==> config.mk <==
export PLATFORM = sky130hd
export DESIGN_NAME = distinct_random_position_sampler
export DESIGN_NICKNAME = d
export VERILOG_FILES = /design/src/rtl/core/drps_pkg.sv /design/src/rtl/core/drps_outreg.sv /design/src/rtl/core/distinct_random_position_sampler.sv
export SDC_FILE = /design/constraint.sdc
export NUM_CORES = 2
export LEC_CHECK = 0
export BUFFER_PORTS_ARGS = -buffer_cell sky130_fd_sc_hd__buf_4
export CORE_MARGIN = 5
export CORE_UTILIZATION = 50
export DETAILED_ROUTE_END_ITERATION = 8
export PLACE_DENSITY = 0.66
export SLEW_MARGIN = 20
export SYNTH_ARGS = -nofsm -noshare
export SYNTH_HDL_FRONTEND = slang
export SYNTH_SLANG_ARGS = --single-unit
==> constraint.sdc <==
create_clock -name clock -period 10.99 [get_ports clock]
set_input_delay 1.6485 -clock clock [delete_from_list [all_inputs] [get_ports clock]]
set_output_delay 1.6485 -clock clock [all_outputs]
set_load 0.02 [all_outputs]
==> src/rtl/core/drps_pkg.sv <==
// Shared types and constants for the distinct random position sampler.
// Depends on nothing; used by drps_outreg and distinct_random_position_sampler.
`default_nettype none

package drps_pkg;

   // Field widths fixed by the interface
   localparam int WORD_W   = 16;
   localparam int SLOT_W   = 8;
   localparam int NEEDED_W = 9;
   localparam int CSR_IDX_W = 2;

   // Configuration register indexes
   localparam logic [CSR_IDX_W-1:0] CSR_RANGE_LOW        = 2'd0;
   localparam logic [CSR_IDX_W-1:0] CSR_RANGE_HIGH       = 2'd1;
   localparam logic [CSR_IDX_W-1:0] CSR_POSITIONS_NEEDED = 2'd2;

   // Reset values of the configuration registers
   localparam logic [WORD_W-1:0]   RANGE_LOW_RST        = 16'h0000;
   localparam logic [WORD_W-1:0]   RANGE_HIGH_RST       = 16'hFFFF;
   localparam logic [NEEDED_W-1:0] POSITIONS_NEEDED_RST = 9'd1;

   // Sequencer states
   typedef enum logic [1:0] {
      ST_IDLE,
      ST_SCAN,
      ST_RESULT
   } seq_state_type;

   // One result transaction
   typedef struct packed {
      logic              accepted;
      logic [WORD_W-1:0] position;
      logic [SLOT_W-1:0] slot;
      logic              done_res;
   } rsp_type;

endpackage

`default_nettype wire

==> src/rtl/core/drps_outreg.sv <==
// Output register of the sampler: holds one result transaction until taken.
// Depends on drps_pkg for the result struct.
`default_nettype none

module drps_outreg
   import drps_pkg::*;
(
   input  wire logic              clock,
   input  wire logic              reset,
   input  wire logic              load,
   input  wire rsp_type           load_data,
   output logic                   free,
   output logic                   rsp_valid,
   input  wire logic              rsp_ready,
   output logic                   rsp_accepted,
   output logic [WORD_W-1:0]      rsp_position,
   output logic [SLOT_W-1:0]      rsp_slot,
   output logic                   rsp_done_res
);

   logic    valid_ff;
   logic    valid_in;
   rsp_type data_ff;

   // Slot is free when empty or being drained this cycle
   assign free     = !valid_ff || rsp_ready;
   assign valid_in = load || (valid_ff && !rsp_ready);

   always_ff @(posedge clock) begin
      if (reset) begin
         valid_ff <= 1'b0;
      end else begin
         valid_ff <= valid_in;
      end
   end

   // Capture payload on load
   always_ff @(posedge clock) begin
      if (load) begin
         data_ff <= load_data;
      end
   end

   assign rsp_valid    = valid_ff;
   assign rsp_accepted = data_ff.accepted;
   assign rsp_position = data_ff.position;
   assign rsp_slot     = data_ff.slot;
   assign rsp_done_res = data_ff.done_res;

endmodule

`default_nettype wire

==> src/rtl/core/distinct_random_position_sampler.sv <==
// Distinct random position sampler: one result per random word. A word is
// accepted when it lies in [range_low, range_high], the set is not yet full
// and it differs from every position stored in the current set; it is then
// written to the next slot of an internal single-port-style memory of
// MAX_POSITIONS entries. The duplicate check reads the stored positions one
// per cycle, up to the number of positions already in the set (at most
// MAX_POSITIONS); a match ends the scan early. A word that is out of range,
// arrives on a full set or meets an empty set (every new_set transaction
// does) skips the scan and goes straight to the result state. The input is
// ready again in the cycle after the result is loaded, so a new word is
// taken only once the previous result has been loaded. The memory needs no
// clearing after reset. A new input transaction is taken while the previous
// result still waits in the output register. Depends on drps_pkg and
// drps_outreg.
`default_nettype none

module distinct_random_position_sampler
   import drps_pkg::*;
#(
   parameter int MAX_POSITIONS = 256
)
(
   input  wire logic                 clock,
   input  wire logic                 reset,
   // input channel
   input  wire logic                 req_valid,
   output logic                      req_ready,
   input  wire logic [WORD_W-1:0]    req_random_word,
   input  wire logic                 req_new_set,
   // result channel
   output logic                      rsp_valid,
   input  wire logic                 rsp_ready,
   output logic                      rsp_accepted,
   output logic [WORD_W-1:0]         rsp_position,
   output logic [SLOT_W-1:0]         rsp_slot,
   output logic                      rsp_done_res,
   // configuration channel
   input  wire logic                 csr_valid,
   output logic                      csr_ready,
   input  wire logic [CSR_IDX_W-1:0] csr_index,
   input  wire logic [WORD_W-1:0]    csr_data
);

   localparam int AW = $clog2(MAX_POSITIONS);
   localparam int CW = $clog2(MAX_POSITIONS + 1);
   localparam int TW = (CW > NEEDED_W) ? CW : NEEDED_W;

   // Configuration registers
   logic [WORD_W-1:0]   range_low_ff;
   logic [WORD_W-1:0]   range_high_ff;
   logic [NEEDED_W-1:0] positions_needed_ff;

   // Sequencer and datapath registers
   seq_state_type     state_ff, state_in;
   logic [WORD_W-1:0] word_ff, word_in;
   logic [CW-1:0]     count_ff, count_in;
   logic [CW-1:0]     issue_ff, issue_in;
   logic              cmp_valid_ff, cmp_valid_in;
   logic              acc_ff, acc_in;
   logic [WORD_W-1:0] rd_data_ff;

   // Position store
   logic [WORD_W-1:0] mem [MAX_POSITIONS];

   logic              req_fire;
   logic              rd_en;
   logic              wr_en;
   logic              load;
   logic              out_free;
   logic [CW-1:0]     count_start;
   logic [TW-1:0]     target;
   logic              in_range;
   logic              has_room;
   logic              match;
   logic              scan_end;
   logic [CW-1:0]     count_final;
   rsp_type           result;

   assign csr_ready = 1'b1;

   // Write configuration registers
   always_ff @(posedge clock) begin
      if (reset) begin
         range_low_ff        <= RANGE_LOW_RST;
         range_high_ff       <= RANGE_HIGH_RST;
         positions_needed_ff <= POSITIONS_NEEDED_RST;
      end else if (csr_valid) begin
         unique case (csr_index)
            CSR_RANGE_LOW:        range_low_ff        <= csr_data;
            CSR_RANGE_HIGH:       range_high_ff       <= csr_data;
            CSR_POSITIONS_NEEDED: positions_needed_ff <= csr_data[NEEDED_W-1:0];
            default: ;
         endcase
      end
   end

   // Clamp the target to the store capacity
   always_comb begin
      if (TW'(positions_needed_ff) > TW'(MAX_POSITIONS)) begin
         target = TW'(MAX_POSITIONS);
      end else begin
         target = TW'(positions_needed_ff);
      end
   end

   assign req_fire    = req_valid && req_ready;
   assign count_start = req_new_set ? '0 : count_ff;
   assign in_range    = (req_random_word >= range_low_ff) &&
                        (req_random_word <= range_high_ff);
   assign has_room    = TW'(count_start) < target;
   assign match       = cmp_valid_ff && (rd_data_ff == word_ff);
   assign scan_end    = !rd_en && !cmp_valid_ff;

   // Next state
   always_comb begin
      state_in = state_ff;
      unique case (state_ff)
         ST_IDLE: begin
            if (req_valid) begin
               if (!(has_room && in_range) || count_start == '0) begin
                  state_in = ST_RESULT;
               end else begin
                  state_in = ST_SCAN;
               end
            end
         end
         ST_SCAN: begin
            if (match || scan_end) begin
               state_in = ST_RESULT;
            end
         end
         ST_RESULT: begin
            if (out_free) begin
               state_in = ST_IDLE;
            end
         end
         default: state_in = ST_IDLE;
      endcase
   end

   // Sequencer outputs
   always_comb begin
      req_ready = 1'b0;
      rd_en     = 1'b0;
      load      = 1'b0;
      wr_en     = 1'b0;
      unique case (state_ff)
         ST_IDLE:   req_ready = 1'b1;
         ST_SCAN:   rd_en     = issue_ff < count_ff;
         ST_RESULT: begin
            load  = out_free;
            wr_en = out_free && acc_ff;
         end
         default: ;
      endcase
   end

   // Datapath next values
   always_comb begin
      word_in      = word_ff;
      count_in     = count_ff;
      issue_in     = issue_ff;
      cmp_valid_in = 1'b0;
      acc_in       = acc_ff;
      if (req_fire) begin
         word_in  = req_random_word;
         count_in = count_start;
         issue_in = '0;
         acc_in   = has_room && in_range;
      end
      if (state_ff == ST_SCAN) begin
         issue_in     = issue_ff + CW'(rd_en);
         cmp_valid_in = rd_en;
         if (match) begin
            acc_in = 1'b0;
         end else if (scan_end) begin
            acc_in = 1'b1;
         end
      end
      if (wr_en) begin
         count_in = count_ff + 1'b1;
      end
   end

   always_ff @(posedge clock) begin
      if (reset) begin
         state_ff     <= ST_IDLE;
         count_ff     <= '0;
         cmp_valid_ff <= 1'b0;
      end else begin
         state_ff     <= state_in;
         count_ff     <= count_in;
         cmp_valid_ff <= cmp_valid_in;
      end
   end

   always_ff @(posedge clock) begin
      word_ff  <= word_in;
      issue_ff <= issue_in;
      acc_ff   <= acc_in;
   end

   // Store: write the new position, read one stored entry per cycle
   always_ff @(posedge clock) begin
      if (wr_en) begin
         mem[count_ff[AW-1:0]] <= word_ff;
      end
      if (rd_en) begin
         rd_data_ff <= mem[issue_ff[AW-1:0]];
      end
   end

   // Assemble the result transaction
   assign count_final = acc_ff ? (count_ff + 1'b1) : count_ff;

   always_comb begin
      result.accepted = acc_ff;
      result.position = acc_ff ? word_ff : '0;
      result.slot     = acc_ff ? SLOT_W'(count_ff) : '0;
      result.done_res = TW'(count_final) >= target;
   end

   drps_outreg u_outreg (
      .clock        (clock),
      .reset        (reset),
      .load         (load),
      .load_data    (result),
      .free         (out_free),
      .rsp_valid    (rsp_valid),
      .rsp_ready    (rsp_ready),
      .rsp_accepted (rsp_accepted),
      .rsp_position (rsp_position),
      .rsp_slot     (rsp_slot),
      .rsp_done_res (rsp_done_res)
   );

endmodule

`default_nettype wire
==> reports/qor.yml <==
global_routing:
  grt_max_degree: 169
  grt_pass1_wl_mm: 632
  grt.total_usage: 0.262
  grt-ovfl-total: 0
  grt_pass1_vias: 81600
  antenna_found_initial: 23
worst_setup_path:
  reg2reg_to: "rd_data_ff[11]$_DFFE_PP_"
  worst_ep_required_time_ns: 11.66
  rr_worst_depth: 8
  end_kind: "flop"
  regToRegSetupSlack_ns: 5.53
  reg2reg_from: "issue_ff[1]$_SDFFCE_PN0P_"
  critPathKind: "flop to flop"
  arrival_ns: 6.13
  cp_max_fo: 103
  crit_path_start_kind: "flop"
sta:
  fmax_mhz: 183
  fin_hold_ws_ns: 0.459
  relSlewSlack: 0.145
  rsz0062_at_grt: "no"
  finalHoldViolCount: 0
  period_share: 0.496
  setup_viol: 0
  drv_slew: 0
  final.setup.tns_ns: 0
  max_slew.worst_pin.slew_ns: 1.26
  min_period_ns: 5.46
  finClkSkew_ns: 0.108
routing:
  drt_iter0_drc: 12200
  wl_per_cell_um: 35.3
  post-route-drc-count: 0
  first_pass_iters: 6
  ant_nets: 0
  routed_wl_mm: 448
  vias: 82800
  viasPerCell: 6.51
outcome:
  status: "finished, final reports clean"
floorplan:
  die_w_um: 582
  rows: 209
  initial_core_util: 0.503
  design.core.area_um2: 325000
  dieArea_um2: 338000
  ios: 69
  die_y_um: 582
synth:
  seq_area_frac_synth: 0.772
  synth_area_leaders: "edfxtp_1, mux4_2, mux2i_1"
  synth_top_area_frac: 0.765
  yosysMostFrequentCell: "edfxtp_1"
  ys_top_cells_by_count: "edfxtp_1, mux4_2, nor2_1, mux2i_1, nand2_1"
  synth_edf_count: 4163
  synth.net_count: 7679
  async_flop_share: 0
  synthCells: 7576
  yosys.cell_types.count: 73
  ys_warn_count: 0
  avgSynthCellArea_um2: 21.6
  syn_area_um2: 163000
  synth-main-ff-cell: "edfxtp_1"
  synth-seq-cells: 4218
  yosysTopAreaCell: "edfxtp_1"
clock_network:
  clk_latency_ns: 1.00
  clkTransAtPathRegs_ns: 0.06
  cts_sinks: 4218
  htree_levels: 5
  cts_resized: 0
  clock_path_buffers: 4
  cts-root-buf: "clkbuf_16"
  cts_tree: "built"
  hold_buffers: 0
  post-cts-setup-buffers: 0
  cts_inserted_buffers: 422
power:
  p_leak_uw: 0.0575
  p_seq_frac: 0.528
  p_sw_uw: 7380
  swShare: 0.220
  power_density_nw_per_um2: 183
  internal-power_uw: 26200
  p_clk_frac: 0.419
  ir_drop_uv: 153
  pwr-share-comb: 0.053
placed_design:
  place_inst: 11900
  port_buffers: 67
  post-dp-hpwl_mm: 266
  gp_congestion: 0.880
final_layout:
  final_nets: 8128
  nFillCells: 23600
  final_cells: 12700
  syn_to_final_growth_pct: 12.6
  drive_gt1_frac: 0.258
hold_path:
  holdPathEnd: "range_low_ff[1]$_SDFFE_PP0P_"
  holdPathStages: 2
  hold_class: "flop to flop"
  hold_start: "range_low_ff[1]$_SDFFE_PP0P_"
run:
  maxCapViolCount: 0
## worst max-delay path, stage by stage (launching register included)
cell      delay, ns
edfxtp_1       0.81
buf_12         0.56
buf_12         0.47
mux4_2         0.47
a22o_1         0.25
a221oi_1       0.73
o21bai_1       0.27
nor3_1         0.93
o311ai_1       0.21
## sequential cells by signal, summed over array words and instances (netlist names), 2 cells and up
signal / count
u_outreg.rsp_slot: 8
issue_ff: 9
state_ff: 2
word_ff: 16
range_high_ff: 16
range_low_ff: 16
count_ff: 9
u_outreg.rsp_position: 16
mem: 4096
rd_data_ff: 16
positions_needed_ff: 9
## power groups by stage
stage	combinational, uW	clock (uW)	sequential (uW)
2_1_floorplan	866	0	18300
3_5_place_dp	1750	0	18100
3_3_place_gp	1720	0	18100
4_1_cts	1760	14300	17800
5_1_grt	1830	15000	17800
6_report	1770	14100	17800
## cell families after synthesis
kind of cell	after synthesis	share of synthesized area
flip-flops	4218	0.772
buffers and inverters	492	0.0168
XOR/XNOR	30	0.00161
other	1	0.0000230
AO/OA/AOI/OAI	755	0.0325
multiplexers	1247	0.151
adder cells (fa/ha/maj)	63	0.00483
AND/OR/NAND/NOR	770	0.0209
## stage by stage
step,utilization,total power [uW],setup slack [ns],area (um^2)
final,0.566,33600,5.53,184000
after global routing,0.566,34600,5.38,184000
after CTS,0.566,33800,5.58,184000
after detailed placement,0.524,19900,5.27,170000
after global placement,0.524,19800,4.90,170000
after floorplan,-,19200,4.94,163000
## cells in the final DEF (no fill, tap or decap), types with 79 or more instances in the layout
| master | synthesis | routed |
|---|---|---|
| a21oi_1 | 150 | 149 |
| a221oi_1 | 84 | 84 |
| a22oi_1 | 120 | 120 |
| buf_4 | 66 | 442 |
| clkbuf_1 | 190 | 79 |
| clkbuf_16 | 0 | 424 |
| clkinv_1 | 3 | 106 |
| clkinv_2 | 0 | 86 |
| edfxtp_1 | 4163 | 4163 |
| mux2i_1 | 261 | 261 |
| mux4_2 | 974 | 974 |
| nand2_1 | 213 | 195 |
| nor2_1 | 343 | 277 |
| o21ai_0 | 86 | 83 |
## worst max path at each step
| stage | start | slack, ns | end | cells past startpoint |
|---|---|---|---|---|
| after floorplan | rsp_ready | 4.94 | mem[104][0]$_DFFE_PP_ | 8 |
| after global placement | issue_ff[0]$_SDFFCE_PN0P_ | 4.90 | rd_data_ff[0]$_DFFE_PP_ | 9 |
| after detailed placement | rsp_ready | 5.27 | mem[116][15]$_DFFE_PP_ | 10 |
| after CTS | issue_ff[0]$_SDFFCE_PN0P_ | 5.58 | rd_data_ff[12]$_DFFE_PP_ | 8 |
| after global routing | issue_ff[0]$_SDFFCE_PN0P_ | 5.38 | rd_data_ff[0]$_DFFE_PP_ | 9 |
| final | issue_ff[1]$_SDFFCE_PN0P_ | 5.53 | rd_data_ff[11]$_DFFE_PP_ | 8 |
## cell type report
cell class              count  area [um^2]  share of cell area
diodes                     14         35.0            0.000191
clock buffers             503        10900              0.0593
clock inverters           273         2680              0.0145
inverters                  53          206             0.00112
multi-input cells        2866        34800               0.189
flip-flops and latches   4218       126000               0.686
well taps                4325         5410              0.0294
repair buffers            464         3740              0.0204
## metal layers
| layer | part of all wire | global-route usage | vias up |
|---|---|---|---|
| met5 | 0.00020 | 0 | - |
| met4 | 0.045 | 0.100 | 12 |
| met3 | 0.12 | 0.0707 | 864 |
| met2 | 0.46 | 0.395 | 5243 |
| met1 | 0.37 | 0.369 | 43900 |
| li1 | - | - | 32800 |
Power figures use the tool's default switching activity.
